File: src/hw/rtl/uvs_pkg.sv
`default_nettype none
package uvs_pkg;

  localparam int SEG_W      = 7;
  localparam int IDX_W      = 16;
  localparam int COORD_W    = 16;
  localparam int PHASE_W    = 32;
  localparam int WORK_FRAC  = 30;
  localparam int CORDIC_STEPS = 24;
  localparam int CORD_PER   = 3;
  localparam int CORD_STG   = CORDIC_STEPS / CORD_PER;
  localparam int PH_STG     = 4;
  localparam int PH_CHUNK   = PHASE_W / PH_STG;
  localparam int CFG_IDX_W  = 2;

  localparam logic [CFG_IDX_W-1:0] CFG_LAT = 2'd0;
  localparam logic [CFG_IDX_W-1:0] CFG_LON = 2'd1;

  localparam logic [SEG_W-1:0] SEG_MIN   = 7'd4;
  localparam logic [SEG_W-1:0] SEG_RESET = 7'd15;

  localparam logic signed [31:0] CORDIC_GAIN = 32'sd652032874;

  typedef struct packed {
    logic [1:0] corner;
    logic       in_range;
    logic       north;
    logic       south;
  } side_t;

  // atan(2^-i) in units of 2^-32 turn
  function automatic logic signed [31:0] atan_turn(input int i);
    case (i)
      0:  return 32'sd536870912;
      1:  return 32'sd316933406;
      2:  return 32'sd167458907;
      3:  return 32'sd85004756;
      4:  return 32'sd42667331;
      5:  return 32'sd21354465;
      6:  return 32'sd10679838;
      7:  return 32'sd5340245;
      8:  return 32'sd2670163;
      9:  return 32'sd1335087;
      10: return 32'sd667544;
      11: return 32'sd333772;
      12: return 32'sd166886;
      13: return 32'sd83443;
      14: return 32'sd41722;
      15: return 32'sd20861;
      16: return 32'sd10430;
      17: return 32'sd5215;
      18: return 32'sd2608;
      19: return 32'sd1304;
      20: return 32'sd652;
      21: return 32'sd326;
      22: return 32'sd163;
      23: return 32'sd81;
      default: return 32'sd0;
    endcase
  endfunction

endpackage
`default_nettype wire

File: src/hw/rtl/uvs_phase_gen.sv
`default_nettype none
module uvs_phase_gen (
  input  logic                        clk,
  input  logic                        rst,
  input  logic                        en,
  input  logic                        in_valid,
  input  logic [uvs_pkg::SEG_W-1:0]   ring,
  input  logic [uvs_pkg::SEG_W-1:0]   lon,
  input  logic [uvs_pkg::SEG_W-1:0]   seg_m,
  input  logic [uvs_pkg::SEG_W-1:0]   seg_n,
  input  uvs_pkg::side_t              in_side,
  output logic                        out_valid,
  output logic [uvs_pkg::PHASE_W-1:0] tph,
  output logic [uvs_pkg::PHASE_W-1:0] pph,
  output uvs_pkg::side_t              out_side
);
  import uvs_pkg::*;

  // long division, numerator high part already below the divisor
  function automatic logic [PH_CHUNK+8:0] div_chunk(input logic [8:0] rem_in,
                                                   input logic [PH_CHUNK-1:0] bits,
                                                   input logic [8:0] den);
    logic [8:0]          r;
    logic [PH_CHUNK-1:0] q;
    logic [9:0]          sh;
    r = rem_in;
    q = '0;
    for (int i = PH_CHUNK - 1; i >= 0; i--) begin
      sh = {r, bits[i]};
      if (sh >= {1'b0, den}) begin
        sh   = sh - {1'b0, den};
        q[i] = 1'b1;
      end
      r = sh[8:0];
    end
    return {r, q};
  endfunction

  logic [8:0]         t_rem [0:PH_STG];
  logic [8:0]         p_rem [0:PH_STG];
  logic [PHASE_W-1:0] t_low [0:PH_STG];
  logic [PHASE_W-1:0] p_low [0:PH_STG];
  logic [PHASE_W-1:0] t_quo [0:PH_STG];
  logic [PHASE_W-1:0] p_quo [0:PH_STG];
  logic               vld   [0:PH_STG];
  side_t              sd    [0:PH_STG];
  logic [8:0]         t_den, p_den;

  assign t_den    = {1'b0, seg_m, 1'b0};
  assign p_den    = {2'b00, seg_n};
  assign t_rem[0] = {2'b00, ring};
  assign p_rem[0] = {2'b00, lon};
  assign t_low[0] = {{(PHASE_W-SEG_W){1'b0}}, seg_m};
  assign p_low[0] = {{(PHASE_W-SEG_W+1){1'b0}}, seg_n[SEG_W-1:1]};
  assign t_quo[0] = '0;
  assign p_quo[0] = '0;
  assign vld[0]   = in_valid;
  assign sd[0]    = in_side;

  for (genvar s = 0; s < PH_STG; s++) begin : g_stage
    logic [PH_CHUNK+8:0] tc, pc;
    assign tc = div_chunk(t_rem[s], t_low[s][PHASE_W-1 -: PH_CHUNK], t_den);
    assign pc = div_chunk(p_rem[s], p_low[s][PHASE_W-1 -: PH_CHUNK], p_den);

    always_ff @(posedge clk) begin
      if (rst) begin
        vld[s+1] <= 1'b0;
      end else if (en) begin
        vld[s+1] <= vld[s];
      end
    end

    always_ff @(posedge clk) begin
      if (en) begin
        t_rem[s+1] <= tc[PH_CHUNK+8:PH_CHUNK];
        p_rem[s+1] <= pc[PH_CHUNK+8:PH_CHUNK];
        t_quo[s+1] <= {t_quo[s][PHASE_W-PH_CHUNK-1:0], tc[PH_CHUNK-1:0]};
        p_quo[s+1] <= {p_quo[s][PHASE_W-PH_CHUNK-1:0], pc[PH_CHUNK-1:0]};
        t_low[s+1] <= {t_low[s][PHASE_W-PH_CHUNK-1:0], {PH_CHUNK{1'b0}}};
        p_low[s+1] <= {p_low[s][PHASE_W-PH_CHUNK-1:0], {PH_CHUNK{1'b0}}};
        sd[s+1]    <= sd[s];
      end
    end
  end

  assign out_valid = vld[PH_STG];
  assign tph       = t_quo[PH_STG];
  assign pph       = p_quo[PH_STG];
  assign out_side  = sd[PH_STG];

endmodule
`default_nettype wire

File: config.mk
export PLATFORM = sky130hd
export DESIGN_NAME = uvs_phase_gen
export DESIGN_NICKNAME = d
export VERILOG_FILES = /design/src/hw/rtl/uvs_pkg.sv /design/src/hw/rtl/uvs_phase_gen.sv
export SDC_FILE = /design/constraint.sdc
export NUM_CORES = 1
export LEC_CHECK = 0
export BUFFER_PORTS_ARGS = -buffer_cell sky130_fd_sc_hd__buf_2
export CAP_MARGIN = 20
export CORE_MARGIN = 8
export CORE_UTILIZATION = 67
export CTS_CLUSTER_SIZE = 8
export DETAILED_ROUTE_END_ITERATION = 10
export PLACE_DENSITY = 0.84
export SLEW_MARGIN = 20
export SYNTH_ARGS = -nofsm -noshare
export SYNTH_HDL_FRONTEND = slang
export SYNTH_SLANG_ARGS = --single-unit
File: constraint.sdc
create_clock -name clk -period 44.7 [get_ports clk]
set_input_delay 8.94 -clock clk [delete_from_list [all_inputs] [get_ports clk]]
set_output_delay 8.94 -clock clk [all_outputs]
set_load 0.01 [all_outputs]
### Word-level counts from Yosys, hierarchy flattened

Cells that the tools add are included.

| word-level totals | value |
|---|---|
| output and inout port bits | 70 |
| bits in writable memories | 0 |
| latch bits | 0 |
| ROM bits | 0 |
| flip-flop bits (word level) | 277 |
| memories kept | 0 |
| input bits | 37 |

| cells by class | value |
|---|---|
| divide/modulo/power cells | 0 |
| multiply operators | 0 |
| $add $sub $neg | 62 |
| reductions and logical operators | 0 |
| equality and inequality tests | 0 |
| order comparisons | 64 |
| mux-type cells | 126 |
| bitwise operators | 0 |
| shift operators | 0 |

Operator list:

| cell | number |
|---|---|
| $mux 9 | 62 |
| $ge 10x7->1 | 31 |
| $ge 10x8->1 | 31 |
| $sub 9x7->9 | 30 |
| $sub 9x8->9 | 30 |
| $mux 1 | 64 |
| $sub 8x7->9 | 1 |
| $sub 8x8->9 | 1 |
| $ge 8x7->1 | 1 |
| $ge 8x8->1 | 1 |

### Longest topological paths before layout

| depth | value |
|---|---|
| depth in word-level cells | 16 |
| gate-level depth with buffers | 98 |
| mapped depth without buffers | 90 |

### Worst setup path before layout

OpenSTA, ideal clock, no wires.

| timing | value |
|---|---|
| path type | input-to-reg |
| start point | input port seg_m[0] (netlist name) |
| end point | register t_rem[13] (netlist name), data pin |
| required time | 44.425 ns |
| data arrival time | 26.230 ns |
| buffers on the path | 8 |
| library setup time | 0.275 ns |
| setup slack | 18.195 ns |
| stages on the path | 90 |
| cell sequence | inv_2 clkbuf_1 clkbuf_1 clkbuf_1 clkbuf_1 ha_1 nand2_1 nor2_1 nor4_1 o21ai_1 mux2_2 ha_1 a21o_1 a21o_1 a21o_1 a221oi_1 nand3_1 mux2_2 [54 not listed] nor4_1 nor2_1 nor2_1 clkbuf_1 nor2_1 ha_1 nor2b_1 o21ai_0 nand2b_1 a21oi_1 o21bai_1 a21o_1 a21o_1 a41o_1 nor3_2 o21ai_0 nor3_1 o211ai_1 |

| between the ends | value |
|---|---|
| longest elaborated chain between the ends | 16 |

Ends and longest elaborated chain:

| item | line | RTL |
|---|---|---|
| from (decl) | uvs_phase_gen.sv:9 | `input logic [uvs_pkg::SEG_W-1:0] seg_m,` |
| $sub 9x8->9 or $ge 10x8->1 (tied branches) | uvs_phase_gen.sv:31, uvs_phase_gen.sv:30 |  |
| $mux 9 | uvs_phase_gen.sv:30 | `if (sh >= {1'b0, den}) begin` |
| $sub 9x8->9 or $ge 10x8->1 (tied branches) | uvs_phase_gen.sv:31, uvs_phase_gen.sv:30 |  |
| $mux 9 | uvs_phase_gen.sv:30 |  |
| $sub 9x8->9 or $ge 10x8->1 (tied branches) | uvs_phase_gen.sv:31, uvs_phase_gen.sv:30 |  |
| $mux 9 | uvs_phase_gen.sv:30 |  |
| $sub 9x8->9 or $ge 10x8->1 (tied branches) | uvs_phase_gen.sv:31, uvs_phase_gen.sv:30 |  |
| $mux 9 | uvs_phase_gen.sv:30 |  |
| $sub 9x8->9 or $ge 10x8->1 (tied branches) | uvs_phase_gen.sv:31, uvs_phase_gen.sv:30 |  |
| $mux 9 | uvs_phase_gen.sv:30 |  |
| $sub 9x8->9 or $ge 10x8->1 (tied branches) | uvs_phase_gen.sv:31, uvs_phase_gen.sv:30 |  |
| $mux 9 | uvs_phase_gen.sv:30 |  |
| $ge 10x8->1 or $sub 9x8->9 (tied branches) | uvs_phase_gen.sv:30, uvs_phase_gen.sv:31 |  |
| $mux 9 | uvs_phase_gen.sv:30 |  |
| $sub 9x8->9 or $ge 10x8->1 (tied branches) | uvs_phase_gen.sv:31, uvs_phase_gen.sv:30 |  |
| $mux 9 * | uvs_phase_gen.sv:30 |  |
| via g_stage[2].tc[12] | uvs_phase_gen.sv:61 | `logic [PH_CHUNK+8:0] tc, pc;` |
| to (signal, indexed assignment) | uvs_phase_gen.sv:75 | `t_rem[s+1] <= tc[PH_CHUNK+8:PH_CHUNK];` |
| to (decl) | uvs_phase_gen.sv:39 | `logic [8:0] t_rem [0:PH_STG];` |

The timed path passes the listed nets; every way through them passes the cells marked *.
A chain may end at the register's enable or synchronous reset.

### Worst setup path in the final report

| timing | value |
|---|---|
| start point | input port seg_m[2] (netlist name) |
| end point | register t_rem[15] (netlist name), data pin |

Same word-level chain as after synthesis.

==> metrics.yaml <==
gp_congestion: 0.923
netlist.area_leader.share_pct: 24.5
max-cap-violations: 0
root_buffer: "clkbuf_16"
cts_hold_buf: 0
crit_slowest_cell: "o31ai_2"
coreArea_um2: 48800
track_usage_pct: 26.9
synth_ff_type: "edfxtp_1"
yosys-top-cells-count: "406 x ha_1, 332 x nor2_1, 270 x edfxtp_1"
fin_tns_setup_ns: 0
cts.sinks: 274
finalCritPeriodShare_pct: 64.6
drv_slew: 0
postCtsSetupRepairBufs: 0
cts_max_path_buffers: 3
setup_viol: 0
ys_top_cells_by_area: "edfxtp_1 24%, ha_1 15%, mux2_2 4.6%"
rows: 81
worstSetupStartpointType: "input pin"
drtPass1Iterations: 6
synth_area_leader_cell: "edfxtp_1"
grt_max_degree: 79
status: "completed"
synth-seq-cells: 274
syn_area_um2: 33100
viasPerCell: 6.32
drc_errors: 0
initialDrtViolationCount: 2122
synth_area_per_cell_um2: 8.75
path_clk_slew_ns: 0.06
finalClockSkew_ns: 0.0206
worst-setup-path-type: "input pin to flip-flop"
fmax_mhz: 34.6
cts_tree: "yes"
finalWirelength_mm: 79.2
ant_nets: 0
grt_antenna_before_repair: 0
first_global_vias: 26700
htreeDepth: 2
max_stage_delay_ns: 0.83
routed-via-count: 28500
drive_gt1_share_pct: 10.8
rsz0062_at_grt: "false"
ys_types: 110
synth_nets: 4250
max_slew.worst_pin.slew_ns: 0.989
async_flop_share_pct: 0
fillers: 3764
ctsResizeCount: 0
hold_path_startpoint: "t_quo[64]"
fin_nets: 4293
dieArea_um2: 56800
critical_path.startpoint: "seg_m[2]"
synth_most_common_cell: "ha_1"
crit_required_ns: 44.99
crit-reg2reg-launch: "t_rem[19]"
max_slew_margin_pct: 34.1
crit_fanout: 32
cts_buffers: 41
seq_area_frac_synth_pct: 24.7
antennaDiodeCount: 0
syn_inst: 3788
die_h_um: 238
end_kind: "flip-flop"
gr-total-overflow: 0
clock_latency_ns: 0.57
synth_edf_count: 270
grt_pass1_wl_mm: 130
period_minus_slack_ns: 28.89
worstHoldPathType: "flip-flop to flip-flop"
syn2layout_area_growth_pct: 5.88
io_buffers: 106
dieWidth_um: 238
start_util_pct: 67.8
wire_per_inst_um: 17.5
cp_common_cell: "o21ai_0"
hold_viol_final: 0
ys_warn_count: 0
critPathArrivalTime_ns: 29.18
pin_count: 107
dp_hpwl_mm: 58.4
-- layer usage --
metal | vias up | global-route usage (%) | routed length, µm
met5 | - | 0 | 0
met4 | 0 | 8.84 | 2140
met3 | 162 | 3.75 | 4780
met2 | 849 | 44.0 | 35800
met1 | 13300 | 36.4 | 36400
li1 | 14200 | - | -
-- registers in the layout, indices dropped and copies added, names as in the netlist --
register	cells
out_side	5
out_valid	1
p_low	18
p_quo	48
p_rem	27
pph	32
sd	15
t_low	21
t_quo	48
t_rem	24
tph	32
vld	3
-- worst paths after layout --
check / slack [ns] / cells after the start / end
setup reg to reg: 24.14 / 83 / t_rem[15]
setup / recovery: 15.81 / 85 / t_rem[15]
hold / removal: 0.41 / 0 / t_quo[40]
hold reg to reg: 0.41 / 0 / t_quo[40]
-- metrics by stage --
stage               hold slack, ns  setup WS, ns  cells  cell area, µm²  utilization, %
floorplan                    0.400         18.19   3788           33100               -
global placement             0.401         16.29   4452           33900            69.4
detailed placement           0.405         15.65   4452           33900            69.4
CTS                          0.406         16.12   4513           35100            71.8
global route                 0.416         13.63   4513           35100            71.8
finish                       0.406         15.81   4513           35100            71.8
-- worst max-delay path, delay by kind of cell --
kind                     cells  cell delay, ns
AO/OA/AOI/OAI               49           10.51
AND/OR/NAND/NOR             22            5.56
adder cells (fa/ha/maj)      8            2.58
multiplexers                 3            0.91
buffers and inverters        3            0.56
-- cell usage in the layout (no fill, tap or decap), drive strengths merged, types with 101 or more instances in the layout --
master,n
buf,136
edfxtp,270
xnor2,127
o21a,104
mux2,148
nand2,207
inv,219
a21o,193
a21oi,257
nor2,337
o21ai,247
nor3,101
ha,406
-- final cells by class --
class | count | area [µm²] | share of cell area, %
clock buffer | 54 | 1100 | 3.12
clock inverter | 7 | 56.3 | 0.161
inverter | 219 | 827 | 2.36
multi-input combinational | 3159 | 23300 | 66.5
sequential | 274 | 8190 | 23.3
tap | 664 | 831 | 2.37
timing repair buffer | 136 | 766 | 2.18
-- cells by family after synthesis --
logic type / after synthesis / synth area share (%)
xor+xnor: 220 / 5.84
simple gates: 1132 / 17.4
fa+ha+maj: 425 / 16.5
mux: 228 / 7.62
flops: 274 / 24.7
compound gates: 1154 / 23.0
buf+inv: 355 / 4.94
Power is not shown: default switching activity piles up to over one toggle a cycle in this logic, so the estimate is an artifact.
