$ cat src/hw/rtl/uvs_pkg.sv
`default_nettype none
package uvs_pkg;

  localparam int SEG_W      = 7;
  localparam int IDX_W      = 16;
  localparam int COORD_W    = 16;
  localparam int PHASE_W    = 32;
  localparam int WORK_FRAC  = 30;
  localparam int CORDIC_STEPS = 24;
  localparam int CORD_PER   = 3;
  localparam int CORD_STG   = CORDIC_STEPS / CORD_PER;
  localparam int PH_STG     = 4;
  localparam int PH_CHUNK   = PHASE_W / PH_STG;
  localparam int CFG_IDX_W  = 2;

  localparam logic [CFG_IDX_W-1:0] CFG_LAT = 2'd0;
  localparam logic [CFG_IDX_W-1:0] CFG_LON = 2'd1;

  localparam logic [SEG_W-1:0] SEG_MIN   = 7'd4;
  localparam logic [SEG_W-1:0] SEG_RESET = 7'd15;

  localparam logic signed [31:0] CORDIC_GAIN = 32'sd652032874;

  typedef struct packed {
    logic [1:0] corner;
    logic       in_range;
    logic       north;
    logic       south;
  } side_t;

  // atan(2^-i) in units of 2^-32 turn
  function automatic logic signed [31:0] atan_turn(input int i);
    case (i)
      0:  return 32'sd536870912;
      1:  return 32'sd316933406;
      2:  return 32'sd167458907;
      3:  return 32'sd85004756;
      4:  return 32'sd42667331;
      5:  return 32'sd21354465;
      6:  return 32'sd10679838;
      7:  return 32'sd5340245;
      8:  return 32'sd2670163;
      9:  return 32'sd1335087;
      10: return 32'sd667544;
      11: return 32'sd333772;
      12: return 32'sd166886;
      13: return 32'sd83443;
      14: return 32'sd41722;
      15: return 32'sd20861;
      16: return 32'sd10430;
      17: return 32'sd5215;
      18: return 32'sd2608;
      19: return 32'sd1304;
      20: return 32'sd652;
      21: return 32'sd326;
      22: return 32'sd163;
      23: return 32'sd81;
      default: return 32'sd0;
    endcase
  endfunction

endpackage
`default_nettype wire

$ cat src/hw/rtl/uvs_index_decode.sv
`default_nettype none
module uvs_index_decode (
  input  logic                       clk,
  input  logic                       rst,
  input  logic                       en,
  input  logic                       in_valid,
  input  logic [uvs_pkg::IDX_W-1:0]  idx,
  input  logic [uvs_pkg::SEG_W-1:0]  seg_m,
  input  logic [uvs_pkg::SEG_W-1:0]  seg_n,
  output logic                       out_valid,
  output logic [uvs_pkg::SEG_W-1:0]  ring,
  output logic [uvs_pkg::SEG_W-1:0]  lon,
  output uvs_pkg::side_t             side
);
  import uvs_pkg::*;

  // seven restoring steps of quad / N; remainder stays below N
  function automatic logic [13:0] row_chunk(input logic [6:0] rem_in,
                                           input logic [6:0] bits,
                                           input logic [6:0] den);
    logic [6:0] r;
    logic [6:0] q;
    logic [7:0] sh;
    r = rem_in;
    q = '0;
    for (int i = 6; i >= 0; i--) begin
      sh = {r, bits[i]};
      if (sh >= {1'b0, den}) begin
        sh   = sh - {1'b0, den};
        q[i] = 1'b1;
      end
      r = sh[6:0];
    end
    return {r, q};
  endfunction

  logic        v1, v2;
  logic [6:0]  rem1, qh1, ql1;
  logic [1:0]  c1, c2;
  logic [13:0] row2;
  logic [6:0]  n2;
  logic [13:0] ch1, ch2;

  assign ch1 = row_chunk(7'd0, idx[15:9], seg_n);
  assign ch2 = row_chunk(rem1, ql1, seg_n);

  always_ff @(posedge clk) begin
    if (rst) begin
      v1 <= 1'b0;
      v2 <= 1'b0;
      out_valid <= 1'b0;
    end else if (en) begin
      v1 <= in_valid;
      v2 <= v1;
      out_valid <= v2;
    end
  end

  always_ff @(posedge clk) begin
    if (en) begin
      rem1 <= ch1[13:7];
      qh1  <= ch1[6:0];
      ql1  <= idx[8:2];
      c1   <= idx[1:0];
      row2 <= {qh1, ch2[6:0]};
      n2   <= ch2[13:7];
      c2   <= c1;
    end
  end

  logic [6:0] ring_next, lon_next, n1;
  side_t      side_next;
  logic       top, bottom;

  always_comb begin
    n1        = (n2 == seg_n - 7'd1) ? 7'd0 : n2 + 7'd1;
    top       = (row2 == 14'd0);
    bottom    = (row2 == {7'd0, seg_m - 7'd1});
    side_next = '{corner: c2, in_range: (row2 < {7'd0, seg_m}), north: 1'b0, south: 1'b0};
    ring_next = row2[6:0];
    lon_next  = n2;
    if (top) begin
      side_next.north = ~c2[1];
      ring_next       = 7'd1;
      lon_next        = (c2 == 2'd2) ? n2 : n1;
    end else if (bottom) begin
      side_next.south = c2[1];
      lon_next        = (c2 == 2'd0) ? n1 : n2;
    end else begin
      ring_next = c2[1] ? row2[6:0] : row2[6:0] + 7'd1;
      lon_next  = (c2 == 2'd0 || c2 == 2'd3) ? n2 : n1;
    end
    if (!side_next.in_range) begin
      side_next.north = 1'b0;
      side_next.south = 1'b0;
    end
  end

  always_ff @(posedge clk) begin
    if (en) begin
      ring <= ring_next;
      lon  <= lon_next;
      side <= side_next;
    end
  end

endmodule
`default_nettype wire

$ cat config.mk
export PLATFORM = sky130hd
export DESIGN_NAME = uvs_index_decode
export DESIGN_NICKNAME = d
export VERILOG_FILES = /design/src/hw/rtl/uvs_pkg.sv /design/src/hw/rtl/uvs_index_decode.sv
export SDC_FILE = /design/constraint.sdc
export NUM_CORES = 1
export LEC_CHECK = 0
export ABC_CLOCK_PERIOD_IN_PS = 17600
export BUFFER_PORTS_ARGS = -buffer_cell sky130_fd_sc_hd__buf_2
export CELL_PAD_IN_SITES_DETAIL_PLACEMENT = 1
export CELL_PAD_IN_SITES_GLOBAL_PLACEMENT = 1
export CORE_MARGIN = 1
export CORE_UTILIZATION = 49
export CTS_CLUSTER_DIAMETER = 40
export DETAILED_ROUTE_END_ITERATION = 8
export GPL_ROUTABILITY_DRIVEN = 0
export GPL_TIMING_DRIVEN = 0
export PLACE_DENSITY_LB_ADDON = 0.1
export SYNTH_ARGS = -nofsm -noshare
export SYNTH_HDL_FRONTEND = slang
export SYNTH_SLANG_ARGS = --single-unit
$ cat constraint.sdc
create_clock -name clk -period 17.6 [get_ports clk]
set_input_delay 0 -clock clk [delete_from_list [all_inputs] [get_ports clk]]
set_output_delay 0 -clock clk [all_outputs]
set_load 0.01 [all_outputs]
[Word level (Yosys, flattened, before mapping)]
Cells that the tools add are included.
Cells by class
  add/sub/neg operators: 18
  multipliers: 0
  div/mod/pow operators: 0
  magnitude comparators: 15
  equal/unequal tests: 4
  shifts and indexed selects: 0
  multiplexer cells: 36
  bitwise logic cells: 3
  reductions and logical operators: 5
Operator list (count)
  two-way mux 7 bit: 22
  >= comparator 8 x 7 -> 1 bit: 13
  subtractor 7 bit: 13
  adder 7 x 1 -> 7 bit (second input constant): 2
  == test 14 x 7 -> 1 bit: 1
  zero test 14 bit: 1
  less-than comparator 14 x 7 -> 1 bit: 1
  two-way mux 1 bit: 14
  subtractor 7 x 1 -> 7 bit (second input constant): 2
  == test 7 bit: 1
  >= comparator 1 x 7 -> 1 bit: 1
  subtractor 1 x 7 -> 7 bit: 1
  == test 2 bit (second input constant): 2
  NOT 1 bit: 3
  OR reduction 3 bit: 1
  zero test 2 bit: 1
  AND reduction 2 bit: 1
  logical OR 1 bit: 1
Storage, ports and cells
  register bits: 68
  latch bits: 0
  memory bits (writable): 0
  bits in read-only memories: 0
  input port bits: 34
  output and inout bits: 20
  memories kept: 0

[Logic depth before layout (Yosys ltp)]
Gate-level depths: netlist (run 1).
  depth after elaboration: 14
  gate-level depth with buffers: 68
  mapped depth without buffers: 67

[Worst setup path before layout (run 1)]
Ideal clock, no wire load.
  kind: flip-flop to flip-flop
  from: register ql1[6]
  to: register n2[2], data pin
  setup time: 0.260 ns
  arrival time: 13.072 ns
  required time: 17.340 ns
  setup slack: 4.268 ns
  cell stages (with the launch flop): 66
  period minus slack after synthesis: 13.332 ns
  cells stage by stage: edfxtp_1 -> inv_1 -> ha_1 -> inv_1 -> fa_1 -> a211oi_1 -> o21ai_1 -> a21oi_2 -> mux2_2 -> ha_1 -> nor2b_1 -> o31a_1 -> o221ai_1 -> o311a_1 -> buf_1 -> mux2_2 -> ha_1 -> o21a_1 -> (+30 left out) -> o21ai_0 -> o211ai_1 -> a21oi_1 -> o2111ai_1 -> inv_1 -> mux2_2 -> mux2i_1 -> ha_1 -> nor2b_1 -> o21ai_0 -> nand2b_1 -> a21o_1 -> a21oi_1 -> o21ai_0 -> a21oi_1 -> o31a_1 -> nand2_1 -> mux2_2
Between the ends
  word-level cells in the longest chain between the ends: 14
  elaborated cells between the ends (all ways): 21
  classes of those cells: add/sub: 7; order compare: 7; mux: 7
Ends and longest elaborated chain
  start: declaration: RTL line uvs_index_decode.sv:38  | logic [6:0] rem1, qh1, ql1;
  start signal: assignment: RTL line uvs_index_decode.sv:63  | ql1 <= idx[8:2];
  subtractor 7 bit / >= comparator 8 x 7 -> 1 bit (equally long branches): RTL line uvs_index_decode.sv:29, uvs_index_decode.sv:28
  two-way mux 7 bit (*): RTL line uvs_index_decode.sv:28  | if (sh >= {1'b0, den}) begin
  subtractor 7 bit / >= comparator 8 x 7 -> 1 bit (equally long branches): RTL line uvs_index_decode.sv:29, uvs_index_decode.sv:28
  two-way mux 7 bit (*): RTL line uvs_index_decode.sv:28
  subtractor 7 bit / >= comparator 8 x 7 -> 1 bit (equally long branches): RTL line uvs_index_decode.sv:29, uvs_index_decode.sv:28
  two-way mux 7 bit (*): RTL line uvs_index_decode.sv:28
  subtractor 7 bit / >= comparator 8 x 7 -> 1 bit (equally long branches): RTL line uvs_index_decode.sv:29, uvs_index_decode.sv:28
  two-way mux 7 bit (*): RTL line uvs_index_decode.sv:28
  subtractor 7 bit / >= comparator 8 x 7 -> 1 bit (equally long branches): RTL line uvs_index_decode.sv:29, uvs_index_decode.sv:28
  two-way mux 7 bit (*): RTL line uvs_index_decode.sv:28
  >= comparator 8 x 7 -> 1 bit / subtractor 7 bit (equally long branches): RTL line uvs_index_decode.sv:28, uvs_index_decode.sv:29
  two-way mux 7 bit (*): RTL line uvs_index_decode.sv:28
  subtractor 7 bit / >= comparator 8 x 7 -> 1 bit (equally long branches): RTL line uvs_index_decode.sv:29, uvs_index_decode.sv:28
  two-way mux 7 bit (*): RTL line uvs_index_decode.sv:28
  named net ch2[9]: RTL line uvs_index_decode.sv:42  | logic [13:0] ch1, ch2;
  end signal: assignment: RTL line uvs_index_decode.sv:66  | n2 <= ch2[13:7];
  end: declaration: RTL line uvs_index_decode.sv:41  | logic [6:0] n2;
The timed path passes the listed nets; every way through them passes the cells marked *.
A chain may end at the register's enable or synchronous reset.

[Worst setup path after layout (run 1)]
  from: register ql1[6]
  to: register n2[3], data pin
The elaborated chain is that of the path after synthesis.

==> flow_metrics.py, run 1 <==
metrics = {
    "global_routing": {
        "grt_use_total_pct": 27.18,
        "grt_antenna_before_repair": 0,
        "grt_max_degree": 69,
        "overflow": 0,
        "grt_pass1_wl_mm": 35.54,
        "grt_pass1_vias": 7433,
    },
    "placement": {
        "hpwlAfterDp_mm": 16.48,
        "postPlaceCellArea_um2": 8504,
        "portBuffers": 52,
    },
    "cts": {
        "cts_tree": "done",
        "htree_levels": 3,
        "clk_latency_ps": 350,
        "cts_sinks": 68,
        "cts_buffers": 9,
        "root_buffer": "clkbuf_16",
        "clockBufferDepth": 2,
        "clk_pin_slew_ps": 60,
    },
    "synth": {
        "muxShareOfSynthArea_pct": 9.779,
        "synth_nets": 1004,
        "synth_flop_cell": "edfxtp_1",
        "synth_top_family_by_area": "adder cells",
        "post-synth-top-count-cell": "ha_1",
        "synthesis.area_um2": 7971,
        "yosysSeqAreaShare_pct": 25.24,
        "synth_common_cells": "107 x ha_1, 78 x inv_1, 65 x edfxtp_1",
        "synth-async-reset-ratio_pct": 0,
        "synthAdderAreaFrac_pct": 20.06,
        "synthTopCellsByArea": "edfxtp_1 24%, ha_1 17%, mux2_2 5.1%",
        "synth_cell_types": 75,
        "synth-compound-area-share_pct": 17.05,
        "yosysTopAreaCell": "edfxtp_1",
        "ys_ff_latch": 68,
        "yosysWarningCount": 0,
        "synth-xor-area-share_pct": 7.471,
        "synthSimpleGateAreaFrac_pct": 16.07,
        "synth_top_cell_area_share_pct": 24.49,
        "postSynthCellCount": 850,
        "synth_edf_count": 65,
        "synth_area_per_cell_um2": 9.378,
    },
    "route": {
        "drt_wl_total_mm": 21.87,
        "num_vias": 6834,
        "first_pass_iters": 4,
        "via_per_inst": 5.943,
        "ant_nets": 0,
        "drc": 0,
        "drt_iter0_markers": 205,
        "wl_per_cell_um": 19.01,
    },
    "final_layout": {
        "syn_to_final_growth_pct": 12.95,
        "final_area_um2": 9004,
        "diodes": 0,
        "drive_gt1_share_pct": 14.67,
        "final_nets": 1083,
    },
    "setup_path": {
        "crit_fanout": 10,
        "slowest_stage": "a2111oi_4",
        "path_class": "flop to flop",
        "ff2ff_path_depth": 63,
        "cp.required_ps": 17700,
        "cp-end-kind": "flop",
        "crit_path_start_kind": "flop",
        "reg2reg_slack_ps": 1280,
        "cp.arrival_ps": 16420,
        "timing.rr.end": "n2[3]",
        "crit_top_cell": "o21ai_0",
        "timing.rr.start": "ql1[6]",
        "cpPeakStageDelay_ps": 520,
    },
    "sta": {
        "fin_tns_setup_ps": 0,
        "fin_skew_ps": 8.730,
        "holdWs_ps": 20.98,
        "fin_crit_ps": 16320,
        "setup_viol": 0,
        "slew_violations": 0,
        "hold_viol_final": 0,
        "worstMarginPinSlew_ps": 1204,
        "rsz0062_at_grt": "no",
        "slew_headroom_pct": 19.01,
        "fin_crit_sh_pct": 92.74,
        "max_clock_freq_mhz": 61.27,
    },
    "flow_run": {
        "maxCapViolations": 0,
    },
    "min_path": {
        "min_path_type": "input port to flop",
        "hold_path_end": "rem1[0]",
        "hp-start": "idx[9]",
        "hold_depth": 3,
    },
    "floorplan": {
        "die_h_um": 129.5,
        "core_area_um2": 15890,
        "die_w_um": 129.5,
        "std_cell_rows": 46,
        "ioPinCount": 54,
        "start_util_pct": 50.18,
        "die-area_um2": 16780,
    },
    "run_status": {
        "status": "completed",
    },
}
==> metal layers <==
layer,global-route usage [%],wire length (µm),up-vias
met1,29.32,9041,3376
met3,3.386,633,42
li1,-,-,3291
met4,12.38,564,0
met5,0,0,-
met2,52.53,11630,125
==> sequential cells by signal, summed over array words and instances (netlist names) <==
register,cells
row2,14
lon,7
n2,7
qh1,7
ql1,7
rem1,7
ring,7
side,5
c1,2
c2,2
out_valid,1
v1,1
v2,1
==> placed cells by master (no fill, tap or decap), types with 5 or more instances in the layout <==
cell	count
a211oi_1	8
a21o_1	24
a21oi_1	36
a221o_1	5
and2_1	9
and3_1	16
buf_2	51
buf_4	7
clkbuf_16	9
dlygate4sd3_1	11
edfxtp_1	65
fa_1	13
ha_1	107
inv_1	77
mux2_2	36
mux2i_1	30
nand2_1	53
nand2b_1	15
nand3_1	13
nand4_1	13
nor2_1	47
nor2b_1	26
nor3_1	14
o21a_1	14
o21ai_0	55
o31a_1	10
or3_1	6
xnor2_1	42
xor2_1	26
==> worst max path at each step <==
stage	start	endpoint	slack [ps]	cells past startpoint
2_1_floorplan	ql1[6]	n2[2]	4270	65
3_3_place_gp	seg_n[1]	n2[6]	1250	63
3_5_place_dp	seg_n[1]	n2[3]	570	63
4_1_cts	seg_n[1]	n2[3]	780	63
5_1_grt	seg_n[1]	n2[3]	110	64
6_report	ql1[6]	n2[3]	1280	63
==> final cells by class <==
type,instances,area (µm²)
fillers,1867,6882
multi-input cells,695,5614
flip-flops and latches,68,2012
repair buffers,68,410.4
inverters,80,304.0
well taps,216,270.3
clock buffers,9,225.2
clock inverters,7,122.6
plain buffers,7,45.04
==> cell families after synthesis <==
logic type      Yosys count
fa+ha+maj               120
compound gates          197
simple gates            239
buf+inv                  87
xor+xnor                 68
mux                      71
flops                    68
==> stage by stage <==
step                      instances  utilization, %  setup WS, ps
final                          1150           56.68          1279
after global placement         1118           53.52          1247
after CTS                      1145           56.42         779.9
after floorplan                 850               -          4268
after global routing           1150           56.68         106.4
after detailed placement       1118           53.54         569.0
==> what timing repair did <==
action                                  in CTS  in global routing
gates resized for setup                      0                  2
setup buffers                                0                  5
hold buffers                                11                  0
hold endpoints to repair                    12                  0
endpoints found under the setup margin       0                  8
==> critical path, delay by kind of cell, from the launching register on <==
| kind | cells | cell delay (ps) |
|---|---|---|
| mux | 7 | 2360 |
| compound gates | 34 | 8340 |
| fa+ha+maj | 8 | 2520 |
| buf+inv | 5 | 810 |
| flops | 1 | 380 |
| simple gates | 9 | 1640 |
Power of run 1 is left out: the tool's default activity adds up to more than one toggle a clock period on the data nets, which glitch-free logic cannot reach.
==> run 2: changes to the inputs <==
--- a/config.mk
+++ b/config.mk
@@ -5,12 +5,12 @@
 export SDC_FILE = /design/constraint.sdc
 export NUM_CORES = 1
 export LEC_CHECK = 0
-export ABC_CLOCK_PERIOD_IN_PS = 17600
+export ABC_CLOCK_PERIOD_IN_PS = 19500
 export BUFFER_PORTS_ARGS = -buffer_cell sky130_fd_sc_hd__buf_2
 export CELL_PAD_IN_SITES_DETAIL_PLACEMENT = 1
 export CELL_PAD_IN_SITES_GLOBAL_PLACEMENT = 1
 export CORE_MARGIN = 1
-export CORE_UTILIZATION = 49
+export CORE_UTILIZATION = 53
 export CTS_CLUSTER_DIAMETER = 40
 export DETAILED_ROUTE_END_ITERATION = 8
 export GPL_ROUTABILITY_DRIVEN = 0
@@ -19,3 +19,4 @@
 export SYNTH_ARGS = -nofsm -noshare
 export SYNTH_HDL_FRONTEND = slang
 export SYNTH_SLANG_ARGS = --single-unit
+export TNS_END_PERCENT = 100
==> constraint.sdc (replaced) <==
create_clock -name clk -period 19.5 [get_ports clk]
set_input_delay 0 -clock clk [delete_from_list [all_inputs] [get_ports clk]]
set_output_delay 0 -clock clk [all_outputs]
set_load 0.01 [all_outputs]
==> run 2 against run 1 <==
Core utilization rose by 4.3 points. Sequential cell count did not move. Cell count decreased by 3.3%. Final area down 1.1%. Register-to-register slack better by 1300 ps. Non-clock buffer count down 5. Global-route usage is 3.9 points higher. First-iteration DRC count up 61%. Critical endpoint is now n2[4].
==> flow_metrics.py, run 2 (synthesized netlist as in run 1, its figures left out) <==
metrics = {
    "run_status": {
        "status": "completed",
    },
    "cts": {
        "root_buffer": "clkbuf_16",
        "cts_sinks": 68,
        "cts_setup_buffers": 0,
        "clk_pin_slew_ps": 60,
        "clockBufferDepth": 2,
        "cts_buffers": 9,
        "cts_resized": 0,
        "htree_levels": 3,
        "cts_tree": "done",
        "clk_latency_ps": 340,
    },
    "setup_path": {
        "path_class": "input port to flop",
        "slowest_stage": "fa_1",
        "timing.rr.start": "ql1[6]",
        "crit_top_cell": "o21ai_0",
        "reg2reg_slack_ps": 2570,
        "cp-end-kind": "flop",
        "crit_path_start_kind": "input port",
        "critical-path-top-delay-family": "compound AO/OA/AOI/OAI gates",
        "crit_fanout": 17,
        "cpPeakStageDelay_ps": 700,
        "ff2ff_path_depth": 64,
        "cp.required_ps": 19580,
        "cp.arrival_ps": 17430,
        "timing.rr.end": "n2[4]",
        "crit_buf_inv": 6,
    },
    "sta": {
        "slew_headroom_pct": 28.79,
        "slew_violations": 0,
        "worstMarginPinSlew_ps": 1067,
        "hold_viol_final": 0,
        "fin_crit_ps": 17340,
        "rsz0062_at_grt": "no",
        "fin_skew_ps": 9.529,
        "setup_viol": 0,
        "fin_crit_sh_pct": 88.93,
        "fin_tns_setup_ps": 0,
        "max_clock_freq_mhz": 57.66,
    },
    "floorplan": {
        "std_cell_rows": 44,
        "start_util_pct": 54.64,
        "die_w_um": 124.6,
        "core_area_um2": 14590,
        "die_h_um": 124.6,
        "ioPinCount": 54,
        "die-area_um2": 15540,
    },
    "flow_run": {
        "maxCapViolations": 0,
    },
    "final_layout": {
        "final_area_um2": 8904,
        "multiInputGateArea_um2": 5614,
        "diodes": 0,
        "instances_no_fill": 1112,
        "fill_cells": 1670,
        "final_nets": 1078,
        "layout_commonest_cell": "ha_1",
        "largest_reg_flops": 14,
        "top_register": "row2",
        "drive_gt1_share_pct": 13.90,
        "regArea_um2": 2012,
        "syn_to_final_growth_pct": 11.69,
        "layout_common_cells": "107 x ha_1, 78 x inv_1, 65 x edfxtp_1",
    },
    "global_routing": {
        "grt_max_degree": 69,
        "grt_use_total_pct": 31.04,
        "overflow": 0,
        "grt_antenna_before_repair": 0,
        "grt_pass1_wl_mm": 38.66,
        "grt_pass1_vias": 7703,
    },
    "route": {
        "drc": 0,
        "first_pass_iters": 4,
        "via_per_inst": 6.180,
        "drt_wl_total_mm": 23.20,
        "num_vias": 6872,
        "drt_iter0_markers": 330,
        "ant_nets": 0,
        "wl_per_cell_um": 20.87,
    },
    "placement": {
        "hpwlAfterDp_mm": 17.24,
        "postPlaceCellArea_um2": 8464,
        "portBuffers": 52,
        "dp.cells": 1086,
    },
    "min_path": {
        "hold_path_end": "rem1[0]",
        "hp-start": "idx[9]",
        "hold_depth": 3,
        "min_path_type": "input port to flop",
    },
}
[run 2: cell types whose count changed in the layout (fill, tap and decap cells not counted), sizes merged]
cell      change
clkinv        +3
clkinvlp      -3
buf           -5
inv           -1
[run 2: what timing repair did]
action | in CTS | in global routing
setup endpoints to repair | 0 | 0
endpoints found under the hold margin | 12 | 0
hold buffers | 11 | 0
[run 2: worst min-delay path: stages]
cell and delay (ps):
buf_2 80, inv_1 40, mux2i_1 130
[run 2: area by class of cell]
cell class | count | area share [%]
buffer | 7 | 0.5059
clock buffer | 9 | 2.530
clock inverter | 6 | 1.166
inverter | 80 | 3.373
multi-input combinational | 695 | 63.06
sequential | 68 | 22.60
tap | 184 | 2.586
timing repair buffer | 63 | 4.188
[run 2: metrics by stage]
step	hold slack, ps	utilization [%]	setup slack, ps
floorplan	72.38	-	6168
global placement	176.9	58.00	3216
detailed placement	178.8	58.02	2426
CTS	49.35	61.03	2488
global route	95.19	61.03	918.9
finish	41.16	61.03	2158
[run 2: metal layers]
metal  global-route usage, %  part of all wire [%]  vias up
li1                        -                     -     3274
met1                   35.88                    42     3403
met2                   58.82                    53      151
met3                   3.222                   2.6       44
met4                   10.56                   2.3        0
met5                       0                     0        -
[run 2: worst max path at each step]
stage,startpoint,end,depth (start not counted)
5_1_grt,seg_n[1],n2[3],64
3_5_place_dp,seg_n[1],n2[4],63
6_report,seg_n[1],n2[4],63
2_1_floorplan,ql1[6],n2[2],65
3_3_place_gp,seg_n[1],n2[6],63
4_1_cts,seg_n[1],n2[4],63
Power of run 2 is left out for the same reason.
